--- config.mk ---
export PLATFORM = sky130hd
export DESIGN_NAME = tcp_port_filter_payload_capture
export DESIGN_NICKNAME = d
export VERILOG_FILES = /design/src/rtl/core/tpf_pkg.sv /design/src/rtl/core/tpf_cfg_regs.sv /design/src/rtl/core/tpf_parser.sv /design/src/rtl/core/tpf_out_fifo.sv /design/src/rtl/core/tcp_port_filter_payload_capture.sv
export SDC_FILE = /design/constraint.sdc
export NUM_CORES = 2
export LEC_CHECK = 0
export BUFFER_PORTS_ARGS = -buffer_cell sky130_fd_sc_hd__buf_2
export CORE_MARGIN = 5
export CORE_UTILIZATION = 45
export CTS_CLUSTER_DIAMETER = 200
export DETAILED_ROUTE_END_ITERATION = 8
export HOLD_SLACK_MARGIN = 0.02
export PLACE_DENSITY = 0.71
export SYNTH_ARGS = -nofsm -noshare
export SYNTH_HDL_FRONTEND = slang
export SYNTH_HIERARCHICAL = 1
export SYNTH_SLANG_ARGS = --single-unit
--- constraint.sdc ---
create_clock -name i_clk -period 18.4 [get_ports i_clk]
set_input_delay 0.92 -clock i_clk [delete_from_list [all_inputs] [get_ports i_clk]]
set_output_delay 0.92 -clock i_clk [all_outputs]
set_load 0.05 [all_outputs]
--- src/rtl/core/tpf_pkg.sv ---
// Shared types, constants and register indexes for the TCP port filter with payload capture.
// Used by every module under rtl/core; depends on nothing else.
package tpf_pkg;

    localparam logic [15:0] ETHERTYPE_IPV4 = 16'h0800;
    localparam logic [7:0]  PROTO_TCP      = 8'd6;
    localparam logic [15:0] ETH_HDR_LEN    = 16'd14;
    localparam logic [3:0]  MIN_HDR_WORDS  = 4'd5;

    // Byte positions of the fixed header fields within the frame.
    localparam logic [15:0] POS_ETYPE_HI   = 16'd12;
    localparam logic [15:0] POS_ETYPE_LO   = 16'd13;
    localparam logic [15:0] POS_IHL        = 16'd14;
    localparam logic [15:0] POS_TOTAL_HI   = 16'd16;
    localparam logic [15:0] POS_TOTAL_LO   = 16'd17;
    localparam logic [15:0] POS_PROTO      = 16'd23;
    localparam logic [15:0] POS_SRC_ADDR   = 16'd26;
    localparam logic [15:0] POS_DST_ADDR   = 16'd30;
    localparam logic [15:0] POS_SATURATED  = 16'hFFFF;

    // Offsets inside the TCP header.
    localparam logic [15:0] TCP_DPORT_OFS  = 16'd2;
    localparam logic [15:0] TCP_SEQ_OFS    = 16'd4;
    localparam logic [15:0] TCP_ACK_OFS    = 16'd8;
    localparam logic [15:0] TCP_DOFF_OFS   = 16'd12;
    localparam logic [15:0] TYPE_BYTE_OFS  = 16'd3;
    localparam logic signed [17:0] MIN_PAYLOAD = 18'sd4;

    // Capture buffer size; the per-frame limit is clamped to one less than this.
    localparam int CAPTURE_BYTES = 400;
    localparam int CAP_MAX_INT   = (CAPTURE_BYTES - 1 > 511) ? 511 : CAPTURE_BYTES - 1;
    localparam logic [8:0] CAP_MAX = 9'(CAP_MAX_INT);

    localparam logic [15:0] PORT_A_RESET   = 16'd50051;
    localparam logic [15:0] PORT_B_RESET   = 16'd50052;
    localparam logic [15:0] PORT_C_RESET   = 16'd50053;
    localparam logic [8:0]  CAP_LIMIT_RESET = 9'd399;

    localparam int OUT_FIFO_DEPTH = 4;

    localparam logic KIND_PAYLOAD = 1'b0;
    localparam logic KIND_SUMMARY = 1'b1;

    typedef enum logic [1:0] {
        CFG_PORT_A    = 2'd0,
        CFG_PORT_B    = 2'd1,
        CFG_PORT_C    = 2'd2,
        CFG_CAP_LIMIT = 2'd3
    } t_cfg_index;

    typedef struct packed {
        logic [15:0] port_a;
        logic [15:0] port_b;
        logic [15:0] port_c;
        logic [8:0]  capture_limit;
    } t_cfg;

    // Per-frame parse state, cleared after each last byte.
    typedef struct packed {
        logic [15:0] byte_offset;
        logic [15:0] ether_type;
        logic [3:0]  ip_header_words;
        logic [7:0]  ip_protocol;
        logic [15:0] ip_total_length;
        logic [31:0] src_addr;
        logic [31:0] dst_addr;
        logic [15:0] tcp_sport;
        logic [15:0] tcp_dport;
        logic [31:0] seq_number;
        logic [31:0] ack_number;
        logic [3:0]  tcp_header_words;
        logic [7:0]  type_byte;
        logic [8:0]  captured_count;
    } t_frame;

    typedef struct packed {
        logic        record_kind;
        logic [7:0]  payload_byte;
        logic        accepted;
        logic [31:0] src_address;
        logic [31:0] dst_address;
        logic [15:0] tcp_sport;
        logic [15:0] tcp_dport;
        logic [31:0] seq_number;
        logic [31:0] ack_number;
        logic [7:0]  message_type;
        logic [15:0] payload_length;
        logic        end_of_frame;
    } t_record;

    // Up to two records per input word; the second is only used when the first is.
    typedef struct packed {
        logic    v0;
        logic    v1;
        t_record r0;
        t_record r1;
    } t_push;

endpackage

--- src/rtl/core/tpf_cfg_regs.sv ---
// Configuration register bank: selecting ports and the capture limit.
// Depends on tpf_pkg.
module tpf_cfg_regs
    import tpf_pkg::*;
(
    input  logic        i_clk,
    input  logic        i_rst_n,
    input  logic        i_valid,
    input  logic [1:0]  i_index,
    input  logic [15:0] i_data,
    output logic        o_ready,
    output t_cfg        o_cfg
);

    t_cfg r_cfg;
    t_cfg n_cfg;

    assign o_ready = 1'b1;
    assign o_cfg   = r_cfg;

    always_comb begin
        n_cfg = r_cfg;
        if (i_valid) begin
            case (t_cfg_index'(i_index))
                CFG_PORT_A:    n_cfg.port_a        = i_data;
                CFG_PORT_B:    n_cfg.port_b        = i_data;
                CFG_PORT_C:    n_cfg.port_c        = i_data;
                CFG_CAP_LIMIT: n_cfg.capture_limit = i_data[8:0];
                default:       n_cfg               = r_cfg;
            endcase
        end
    end

    always_ff @(posedge i_clk) begin
        if (!i_rst_n) begin
            r_cfg.port_a        <= PORT_A_RESET;
            r_cfg.port_b        <= PORT_B_RESET;
            r_cfg.port_c        <= PORT_C_RESET;
            r_cfg.capture_limit <= CAP_LIMIT_RESET;
        end else begin
            r_cfg <= n_cfg;
        end
    end

endmodule

--- src/rtl/core/tpf_parser.sv ---
// Header parser, frame filter and payload capture decision, one frame byte per accepted word.
// Depends on tpf_pkg; produces up to two records per word for the output queue.
module tpf_parser
    import tpf_pkg::*;
(
    input  logic       i_clk,
    input  logic       i_rst_n,
    input  logic       i_accept,
    input  logic [7:0] i_byte,
    input  logic       i_last,
    input  t_cfg       i_cfg,
    output t_push      o_push
);

    t_frame r_frame;
    t_frame n_frame;
    t_frame upd;

    logic [15:0]        pos;
    logic [15:0]        tcp_start;
    logic [15:0]        pay_start;
    logic [15:0]        rel;
    logic [16:0]        pay_end;
    logic signed [17:0] plen;
    logic [8:0]         cap_lim;
    logic               early;
    logic               emit;
    logic               fit;
    t_record            pay_rec;
    t_record            sum_rec;

    always_comb begin
        pos = r_frame.byte_offset;
        upd = r_frame;

        // Fixed-position Ethernet and IPv4 fields.
        if (pos == POS_ETYPE_HI) begin
            upd.ether_type = {i_byte, 8'd0};
        end else if (pos == POS_ETYPE_LO) begin
            upd.ether_type[7:0] = i_byte;
        end else if (pos == POS_IHL) begin
            upd.ip_header_words = i_byte[3:0];
        end else if (pos == POS_TOTAL_HI) begin
            upd.ip_total_length = {i_byte, 8'd0};
        end else if (pos == POS_TOTAL_LO) begin
            upd.ip_total_length[7:0] = i_byte;
        end else if (pos == POS_PROTO) begin
            upd.ip_protocol = i_byte;
        end else if (pos >= POS_SRC_ADDR && pos < POS_DST_ADDR) begin
            upd.src_addr[{2'(pos - POS_SRC_ADDR), 3'd0} +: 8] = i_byte;
        end else if (pos >= POS_DST_ADDR && pos < POS_DST_ADDR + 16'd4) begin
            upd.dst_addr[{2'(pos - POS_DST_ADDR), 3'd0} +: 8] = i_byte;
        end

        // TCP header, placed by the IP header length.
        tcp_start = ETH_HDR_LEN + {10'd0, upd.ip_header_words, 2'b00};
        rel       = pos - tcp_start;
        if (upd.ip_header_words >= MIN_HDR_WORDS && pos >= tcp_start) begin
            if (rel < TCP_DPORT_OFS) begin
                upd.tcp_sport = {upd.tcp_sport[7:0], i_byte};
            end else if (rel < TCP_SEQ_OFS) begin
                upd.tcp_dport = {upd.tcp_dport[7:0], i_byte};
            end else if (rel < TCP_ACK_OFS) begin
                upd.seq_number = {upd.seq_number[23:0], i_byte};
            end else if (rel < TCP_DOFF_OFS) begin
                upd.ack_number = {upd.ack_number[23:0], i_byte};
            end else if (rel == TCP_DOFF_OFS) begin
                upd.tcp_header_words = i_byte[7:4];
            end
        end

        pay_start = tcp_start + {10'd0, upd.tcp_header_words, 2'b00};
        plen = $signed({2'b00, upd.ip_total_length})
             - $signed({12'd0, upd.ip_header_words, 2'b00})
             - $signed({12'd0, upd.tcp_header_words, 2'b00});
        // Payload start plus payload length collapses to the Ethernet header plus total length.
        pay_end = {1'b0, upd.ip_total_length} + {1'b0, ETH_HDR_LEN};

        early = (upd.ether_type == ETHERTYPE_IPV4) && (upd.ip_protocol == PROTO_TCP)
             && (upd.ip_header_words >= MIN_HDR_WORDS)
             && (upd.tcp_header_words >= MIN_HDR_WORDS)
             && (upd.tcp_sport == i_cfg.port_a || upd.tcp_sport == i_cfg.port_b
                 || upd.tcp_sport == i_cfg.port_c || upd.tcp_dport == i_cfg.port_a
                 || upd.tcp_dport == i_cfg.port_b || upd.tcp_dport == i_cfg.port_c)
             && (plen >= MIN_PAYLOAD);

        cap_lim = (i_cfg.capture_limit > CAP_MAX) ? CAP_MAX : i_cfg.capture_limit;

        emit = 1'b0;
        if (upd.ip_header_words >= MIN_HDR_WORDS && upd.tcp_header_words >= MIN_HDR_WORDS
            && pos >= pay_start) begin
            if (pos - pay_start == TYPE_BYTE_OFS) begin
                upd.type_byte = i_byte;
            end
            emit = early && ({1'b0, pos} < pay_end)
                && (upd.captured_count < cap_lim);
            if (emit) begin
                upd.captured_count = upd.captured_count + 9'd1;
            end
        end

        fit = pay_end <= ({1'b0, pos} + 17'd1);

        pay_rec              = '0;
        pay_rec.record_kind  = KIND_PAYLOAD;
        pay_rec.payload_byte = i_byte;

        sum_rec                = '0;
        sum_rec.record_kind    = KIND_SUMMARY;
        sum_rec.accepted       = early && fit;
        sum_rec.src_address    = upd.src_addr;
        sum_rec.dst_address    = upd.dst_addr;
        sum_rec.tcp_sport      = upd.tcp_sport;
        sum_rec.tcp_dport      = upd.tcp_dport;
        sum_rec.seq_number     = upd.seq_number;
        sum_rec.ack_number     = upd.ack_number;
        sum_rec.message_type   = upd.type_byte;
        sum_rec.payload_length = (plen > 18'sd0) ? plen[15:0] : 16'd0;
        sum_rec.end_of_frame   = 1'b1;

        o_push.v0 = i_accept && (emit || i_last);
        o_push.v1 = i_accept && emit && i_last;
        o_push.r0 = emit ? pay_rec : sum_rec;
        o_push.r1 = sum_rec;

        if (i_last) begin
            n_frame = '0;
        end else begin
            n_frame = upd;
            if (pos != POS_SATURATED) begin
                n_frame.byte_offset = pos + 16'd1;
            end
        end
    end

    always_ff @(posedge i_clk) begin
        if (!i_rst_n) begin
            r_frame <= '0;
        end else if (i_accept) begin
            r_frame <= n_frame;
        end
    end

`ifndef SYNTHESIS
    a_offset_clears: assert property (@(posedge i_clk) disable iff (!i_rst_n)
        (i_accept && i_last) |=> (r_frame.byte_offset == 16'd0))
        else $error("byte offset not cleared after last byte");

    a_capture_bounded: assert property (@(posedge i_clk) disable iff (!i_rst_n)
        r_frame.captured_count <= CAP_MAX)
        else $error("captured count above capture limit");
`endif

endmodule

--- src/rtl/core/tpf_out_fifo.sv ---
// Small result queue that takes up to two records per cycle and hands out one.
// Depends on tpf_pkg; decouples the parser from output backpressure.
module tpf_out_fifo
    import tpf_pkg::*;
#(
    parameter int DEPTH = OUT_FIFO_DEPTH
) (
    input  logic    i_clk,
    input  logic    i_rst_n,
    input  t_push   i_push,
    input  logic    i_pop,
    output logic    o_room2,
    output logic    o_valid,
    output t_record o_head
);

    localparam int PTR_W = (DEPTH > 1) ? $clog2(DEPTH) : 1;
    localparam int CNT_W = $clog2(DEPTH + 1);
    localparam logic [PTR_W-1:0] LAST_PTR = PTR_W'(DEPTH - 1);
    localparam logic [CNT_W-1:0] ROOM2_MAX = CNT_W'(DEPTH - 2);

    t_record          r_mem [DEPTH];
    logic [PTR_W-1:0] r_wr;
    logic [PTR_W-1:0] r_rd;
    logic [CNT_W-1:0] r_count;
    logic [PTR_W-1:0] n_wr;
    logic [PTR_W-1:0] n_rd;
    logic [CNT_W-1:0] n_count;
    logic [PTR_W-1:0] wr1;
    logic             pop;

    function automatic logic [PTR_W-1:0] ptr_inc(input logic [PTR_W-1:0] p);
        return (p == LAST_PTR) ? '0 : p + 1'b1;
    endfunction

    assign o_valid = (r_count != '0);
    assign o_head  = r_mem[r_rd];
    assign o_room2 = (r_count <= ROOM2_MAX);
    assign pop     = o_valid && i_pop;
    assign wr1     = ptr_inc(r_wr);

    always_comb begin
        n_wr    = r_wr;
        n_rd    = r_rd;
        n_count = r_count;
        if (i_push.v0) begin
            n_wr = i_push.v1 ? ptr_inc(wr1) : wr1;
        end
        if (pop) begin
            n_rd = ptr_inc(r_rd);
        end
        n_count = r_count + CNT_W'(i_push.v0) + CNT_W'(i_push.v1) - CNT_W'(pop);
    end

    always_ff @(posedge i_clk) begin
        if (i_push.v0) begin
            r_mem[r_wr] <= i_push.r0;
        end
        if (i_push.v1) begin
            r_mem[wr1] <= i_push.r1;
        end
    end

    always_ff @(posedge i_clk) begin
        if (!i_rst_n) begin
            r_wr    <= '0;
            r_rd    <= '0;
            r_count <= '0;
        end else begin
            r_wr    <= n_wr;
            r_rd    <= n_rd;
            r_count <= n_count;
        end
    end

`ifndef SYNTHESIS
    a_no_overflow: assert property (@(posedge i_clk) disable iff (!i_rst_n)
        i_push.v0 |-> (r_count <= ROOM2_MAX))
        else $error("record pushed without room for two");

    a_pair_order: assert property (@(posedge i_clk) disable iff (!i_rst_n)
        i_push.v1 |-> (i_push.v0 && i_push.r1.end_of_frame))
        else $error("second record pushed without first or not a summary");
`endif

endmodule

--- src/rtl/core/tcp_port_filter_payload_capture.sv ---
// Top level of the TCP port filter with payload capture: configuration bank, parser, result queue.
// Depends on tpf_pkg, tpf_cfg_regs, tpf_parser and tpf_out_fifo.
//
//  Channel   Direction  Handshake                 Payload
//  --------  ---------  ------------------------  ------------------------------------------
//  s (in)    input      i_s_tvalid / o_s_tready   frame_byte in tdata, frame_last in tlast
//  m (out)   output     o_m_tvalid / i_m_tready   record fields in tdata, kind in tuser,
//                                                 end_of_frame in tlast
//  cfg       input      i_cfg_valid / o_cfg_ready register index and 16-bit write data
//
// One frame byte is taken per cycle while the queue has room for two records; each word is
// parsed in the cycle it is accepted and its records land in the result queue at that edge,
// behind any records it already holds. A last byte that also carries payload produces two
// records; the queue absorbs them while output drains at one record per cycle under i_m_tready.
// Reset is synchronous and active low; it clears the parse state and the queue and loads the
// default ports (50051, 50052, 50053) and capture limit (399).
// o_s_tready drops only while the queue lacks room for two records, i.e. under output stalls.
module tcp_port_filter_payload_capture
    import tpf_pkg::*;
#(
    parameter int FIFO_DEPTH = OUT_FIFO_DEPTH
) (
    input  logic         i_clk,
    input  logic         i_rst_n,
    // Input stream. tdata: frame_byte[7:0].
    input  logic         i_s_tvalid,
    output logic         o_s_tready,
    input  logic [7:0]   i_s_tdata,
    input  logic         i_s_tlast,
    // Output stream. tdata from bit 0 up: payload_byte[7:0], accepted[8], src_address[40:9],
    // dst_address[72:41], TCP source port[88:73], TCP destination port[104:89],
    // seq_number[136:105], ack_number[168:137], message_type[176:169],
    // payload_length[192:177], zeros[199:193].
    output logic         o_m_tvalid,
    input  logic         i_m_tready,
    output logic [199:0] o_m_tdata,
    // tuser: record_kind[0] (0 payload word, 1 frame summary).
    output logic         o_m_tuser,
    output logic         o_m_tlast,
    // Configuration write channel.
    input  logic         i_cfg_valid,
    output logic         o_cfg_ready,
    input  logic [1:0]   i_cfg_index,
    input  logic [15:0]  i_cfg_data
);

    t_cfg    cfg;
    t_push   push;
    t_record head;
    logic    room2;
    logic    s_accept;

    // A byte is taken only when the queue can hold both records it might produce.
    assign o_s_tready = room2;
    assign s_accept   = i_s_tvalid && room2;

    tpf_cfg_regs u_cfg (
        .i_clk   (i_clk),
        .i_rst_n (i_rst_n),
        .i_valid (i_cfg_valid),
        .i_index (i_cfg_index),
        .i_data  (i_cfg_data),
        .o_ready (o_cfg_ready),
        .o_cfg   (cfg)
    );

    tpf_parser u_parser (
        .i_clk    (i_clk),
        .i_rst_n  (i_rst_n),
        .i_accept (s_accept),
        .i_byte   (i_s_tdata),
        .i_last   (i_s_tlast),
        .i_cfg    (cfg),
        .o_push   (push)
    );

    tpf_out_fifo #(
        .DEPTH (FIFO_DEPTH)
    ) u_fifo (
        .i_clk   (i_clk),
        .i_rst_n (i_rst_n),
        .i_push  (push),
        .i_pop   (i_m_tready),
        .o_room2 (room2),
        .o_valid (o_m_tvalid),
        .o_head  (head)
    );

    // Pack the head record onto the output stream.
    assign o_m_tdata = {7'd0, head.payload_length, head.message_type, head.ack_number,
                        head.seq_number, head.tcp_dport, head.tcp_sport, head.dst_address,
                        head.src_address, head.accepted, head.payload_byte};
    assign o_m_tuser = head.record_kind;
    assign o_m_tlast = head.end_of_frame;

endmodule

# [Word-level counts from Yosys, hierarchy flattened]
# Memory sizes are Yosys's and may differ from the RTL's. A register that Yosys moved wholly into a read port is not among the register bits.
# Cells that the tools add are included.
[totals] ff_bits=305 latch_bits=0 mem_bits_rw=780 rom_bits=0 in_bits=32 output_inout_bits=205 n_memories=1
[classes] addsub=20 mul=0 div=0 n_lt_le_gt_ge=19 n_eq_ne=23 n_shift=4 n_mux=50 bitwise=0 n_reduce_logical=35
[memory_table] name="u_fifo.r_mem" words=4 word_bits=195 read_ports=1 rd_clocked_by_memory_dff=1 write_ports=2 line_no="tpf_out_fifo.sv:22" source="t_record r_mem [DEPTH];"
[ops] operator="two-way mux 241 bit" count=1
[ops] operator="two-way mux 195 bit" count=1
[ops] operator="two-way mux 64 bit" count=3
[ops] operator="two-way mux 92 bit" count=2
[ops] operator="two-way mux 32 bit" count=5
[ops] operator="two-way mux 100 bit" count=1
[ops] operator="== test 16 bit" count=6
[ops] operator="two-way mux 88 bit" count=1
[ops] operator="two-way mux 84 bit" count=1
[ops] operator="two-way mux 8 bit" count=10
[ops] operator="two-way mux 68 bit" count=1
[ops] operator="bitwise mux 32 bit" count=2
[ops] operator="== test 16 x 4 -> 1 bit (second input constant)" count=4
[ops] operator="two-way mux 16 bit" count=4
[ops] operator="variable shift 8 x 7 -> 32 bit (first input constant)" count=2
[ops] operator="indexed part select 8 x 7 -> 32 bit" count=2
[ops] operator="== test 16 x 5 -> 1 bit (second input constant)" count=3
[ops] operator="two-way mux 36 bit" count=1
[ops] operator=">= comparator 16 x 5 -> 1 bit (second input constant)" count=2
[ops] operator="< comparator 16 x 4 -> 1 bit (second input constant)" count=2
[ops] operator=">= comparator 18 x 4 -> 1 bit (second input constant)" count=1
[ops] operator="> comparator 18 x 1 -> 1 bit (second input constant)" count=1
[ops] operator="logical AND 1 bit" count=18
[ops] operator="two-way mux 9 bit" count=2
[ops] operator="43 further kinds" count=75

# [Depth between registers and ports, before layout]
[depth] depth_word=37 ltp_mapped=45 ltp_nobuf=42

# [Modules after synthesis]
# Netlist, hierarchy kept.
[modules_own_cells] mod="tpf_out_fifo" n_inst=1 cells_each=1949 area_per_inst_um2=38187.9 seq_area_each_um2=23602.6
[modules_own_cells] mod="tpf_parser" n_inst=1 cells_each=2568 area_per_inst_um2=19149.6 seq_area_each_um2=4824.6
[modules_own_cells] mod="tpf_cfg_regs" n_inst=1 cells_each=214 area_per_inst_um2=2242.2 seq_area_each_um2=1141.1
[modules_own_cells] mod="tcp_port_filter_payload_capture" n_inst=1 cells_each=9 area_per_inst_um2=62.6 seq_area_each_um2=0.0

# [Worst setup path before layout]
# No wires, ideal clock.
[synth_path] path_kind="reg2reg" from="reg u_parser.r_frame, in the netlist u_parser/pos[1]" to="mem u_fifo/r_mem[1][0] (netlist bit), enable pin" arrival_time_ps=13199 t_required_ps=17836 path_slack_ps=4637 path_stages_with_launch=42 cell_sequence="dfxtp_1 > clkbuf_1 > inv_1 > ha_1 > nor2_1 > nand3_4 > nor2_1 > mux2i_1 > ha_1 > xor2_1 > inv_1 > ha_1 > o21ai_0 > o21bai_1 > o311a_1 > o31ai_1 > o221ai_2 > nor4_2 > [... 6 more ...] > xnor2_1 > ha_1 > o21a_1 > o21ai_0 > nand2b_1 > a21o_1 > nor4_1 > a311o_1 > nor3_1 > nor3b_2 > buf_2 > inv_2 > nor2_1 > buf_4 > nand2_2 > buf_6 > buf_4 > nand2_1"
[synth_lines] element="from (decl)" line_no="tpf_parser.sv:15" source="t_frame r_frame;"
[synth_lines] element="from (signal assigned)" line_no="tpf_parser.sv:140" source="r_frame <= n_frame;"
[synth_lines] element="to (decl)" line_no="tpf_out_fifo.sv:22"

==> results.yml <==
logic_synthesis:
  ys.flop_type: "edfxtp_1"
  yosysUniqueCellTypes: 96
  ys_top_cells_by_area: "edfxtp_1 39%, dfxtp_1 10%, mux2_1 7.7%"
  ys_ff_latch: 1087
  synth_edf_count: 780
  synthAdderAreaFrac_pct: 1.93
  synthSimpleGateAreaFrac_pct: 9.23
  yosysSeqAreaShare_pct: 49.6
  synth-xor-area-share_pct: 2.98
  synth_warnings: 6
  syn_area_mm2: 0.0596
  async_flop_share_pct: 0
  yosysTopAreaCell: "edfxtp_1"
  synth-compound-area-share_pct: 6.01
  synthMuxAreaShare_pct: 25.2
  syn_avg_cell_area_um2: 12.6
  syn-instance-count: 4740
  synth_top_area_share_pct: 39.3
  synth_top_family_by_area: "multiplexers"
setup_path:
  r2r_slack_ps: 3260
  end_kind: "flip-flop"
  max_stage_delay_ps: 900
  slowest_stage: "dfxtp_1"
  cp.arrival_ps: 15440
  path_common_cell: "ha_1"
  path_max_fanout: 123
  cp_data_required_time_ps: 18700
  path_class: "reg -> reg"
  start_kind: "flip-flop"
clocking:
  cts_inserted_buffers: 114
  htree_num_levels: 3
  root_buffer: "clkbuf_16"
  tritoncts: "done"
  clock_path_buffers: 3
  clock_latency_ps: 730
  cts.sinks: 1087
  postCtsHoldBufs: 0
  cts_resized: 0
  post_cts_buffers: 0
  path_clk_slew_ps: 60
timing:
  setup_violations: 0
  final-max-slew-violation-count: 0
  layout_min_cycle_time_ps: 15140
  rsz0062_at_grt: "no"
  tns_ps: 0
  fin_worst_skew_ps: 55.4
  worstMarginPinSlew_ps: 1320
  fin_crit_sh_pct: 82.3
  max_freq_ghz: 0.0661
  slew_headroom_pct: 11.5
  hold_violations: 0
global_route:
  grt_overflow_total: 0
  grt_max_degree: 144
  grt_pass1_wl_mm: 249
  grt_use_total_pct: 22.9
  grt_pass1_vias: 39605
  antenna_found_initial: 16
placement:
  gp_congestion: 0.934
  dp.cells: 6422
  io_buffers: 228
  hpwl_mm: 100
  place_area_mm2: 0.0615
floorplanning:
  dieWidth_um: 374
  die_h_um: 374
  start_util_pct: 45.3
  rows: 133
  boundaryPins: 237
  die_area_mm2: 0.140
  core_mm2: 0.132
drt:
  drt-total-wl_mm: 166
  antenna_left: 0
  remaining_drc_errors: 0
  vias: 39289
  firstDrtPassIters: 8
  routedWlPerCell_um: 25.0
  drt_first_iter_violations: 3655
  viasPerCell: 5.91
run_status:
  status: "finished clean"
cells_and_area:
  nets: 4901
  drive_gt1_share_pct: 22.2
  final_cells: 6645
  syn2layout_area_growth_pct: 9.61
  postLayoutCellArea_mm2: 0.0654
  final_core_util_pct: 49.7
flow_run:
  max-cap-violations: 0
min_path:
  hold_class: "in -> reg"
power:
  p_total_w: 0.00665
  ir_drop_uv: 77.5
  power_density_mw_per_mm2: 102
  leakage_nw: 25.6
## placed cells by master, fill, tap and decap left out, types with 40 or more instances in the layout
cell       netlist  routed
clkbuf_16        0     116
mux4_2         195     195
nor3_1          44      43
inv_1          237     237
buf_2           78     227
mux2i_1        181     181
nand2_1        158     154
edfxtp_1       780     780
a22oi_1        170     170
xnor2_1        121     121
buf_4           50      46
xor2_1          82      82
nor2b_1        246     246
mux2_1         410     410
and2_1          43      42
nor4_1          40      40
dfxtp_1        307     305
o21ai_0         60      59
ha_1            79      79
nor2_1         354     352
mux2_2         374     374
a21oi_1        121     121
## sequential cells by signal, summed over array words and instances (netlist names), named ones only
register	count
u_cfg/o_cfg	57
u_fifo/r_count	3
u_fifo/r_mem	780
u_fifo/r_rd	2
u_fifo/r_wr	2
u_parser/pos	16
u_parser/r_frame	225
## cell usage after synthesis (7+ instances only)
master	n
nand2b_1	17
dfxtp_1	307
mux2i_1	181
mux4_2	195
o21ai_0	60
a21oi_1	121
clkbuf_1	165
nand2_1	158
nand3_1	37
nor4_1	40
a31oi_1	8
edfxtp_1	780
a22oi_1	170
a32oi_1	24
ha_1	79
buf_4	50
o2bb2ai_1	9
buf_6	59
a21o_1	26
or2_2	11
or3_1	7
xnor2_1	121
a211oi_1	8
xor2_1	82
inv_1	237
nand4_1	38
o31ai_1	7
mux2_1	410
o22ai_1	16
mux2_2	374
buf_1	15
nor2b_1	246
fa_1	7
and2_1	43
buf_2	78
nor2_1	354
and3_1	22
nor3_1	44
o21a_1	13
## area by class of cell
| class | instances | area (µm²) |
|---|---|---|
| antenna | 5 | 12.5 |
| clock buffer | 184 | 3500 |
| clock inverter | 34 | 345 |
| fill | 11351 | 66300 |
| inverter | 240 | 906 |
| multi-input combinational | 3060 | 27200 |
| sequential | 1087 | 29600 |
| tap | 1755 | 2200 |
| timing repair buffer | 280 | 1620 |
## cells by family after synthesis
group           Yosys count
xor+xnor                203
simple gates           1070
mux                    1160
other cells               4
fa+ha+maj                88
buf+inv                 607
flops                  1087
compound gates          521
## layer usage
| layer | vias to the layer above | GRT usage (%) | wire length [µm] |
|---|---|---|---|
| li1 | 17624 | - | - |
| met1 | 19892 | 31.2 | 69800 |
| met2 | 1481 | 38.2 | 80500 |
| met3 | 286 | 3.15 | 10900 |
| met4 | 6 | 6.89 | 4670 |
| met5 | - | 0 | 41 |
## worst max-delay path, delay by kind of cell (launching register included)
kind | cells | cell delay, ps
and+or+nand+nor | 12 | 4860
adders and majority gates | 5 | 1820
xor gates and xnor gates | 3 | 530
buffers and inverters | 7 | 2860
AOI/OAI and AO/OA | 11 | 2560
DFF | 1 | 900
muxes | 2 | 930
## power breakdown
| group | switching, W | internal (W) |
|---|---|---|
| Combinational | 0.00115 | 0.000405 |
| Sequential | 0.0000508 | 0.00270 |
| Clock | 0.000994 | 0.00135 |
| Total | 0.00219 | 0.00445 |
## per-stage QoR
stage / hold WS [ps] / worst slack [ps]
finish: 461 / 3260
global route: 453 / 2330
floorplan: 434 / 4640
CTS: 423 / 3340
detailed placement: 475 / 3450
global placement: 469 / 3590
## path summary, 6_finish.rpt
path                       start                    to  cells past startpoint
min reg2reg  u_parser/r_frame[8]   u_parser/r_frame[8]                      2
max reg2reg      u_parser/pos[1]  u_fifo/r_mem[0][112]                     40
max              u_parser/pos[1]  u_fifo/r_mem[0][112]                     40
min                i_cfg_data[2]       u_cfg/o_cfg[43]                      3
No activity file was read; power rests on OpenSTA's default activity.
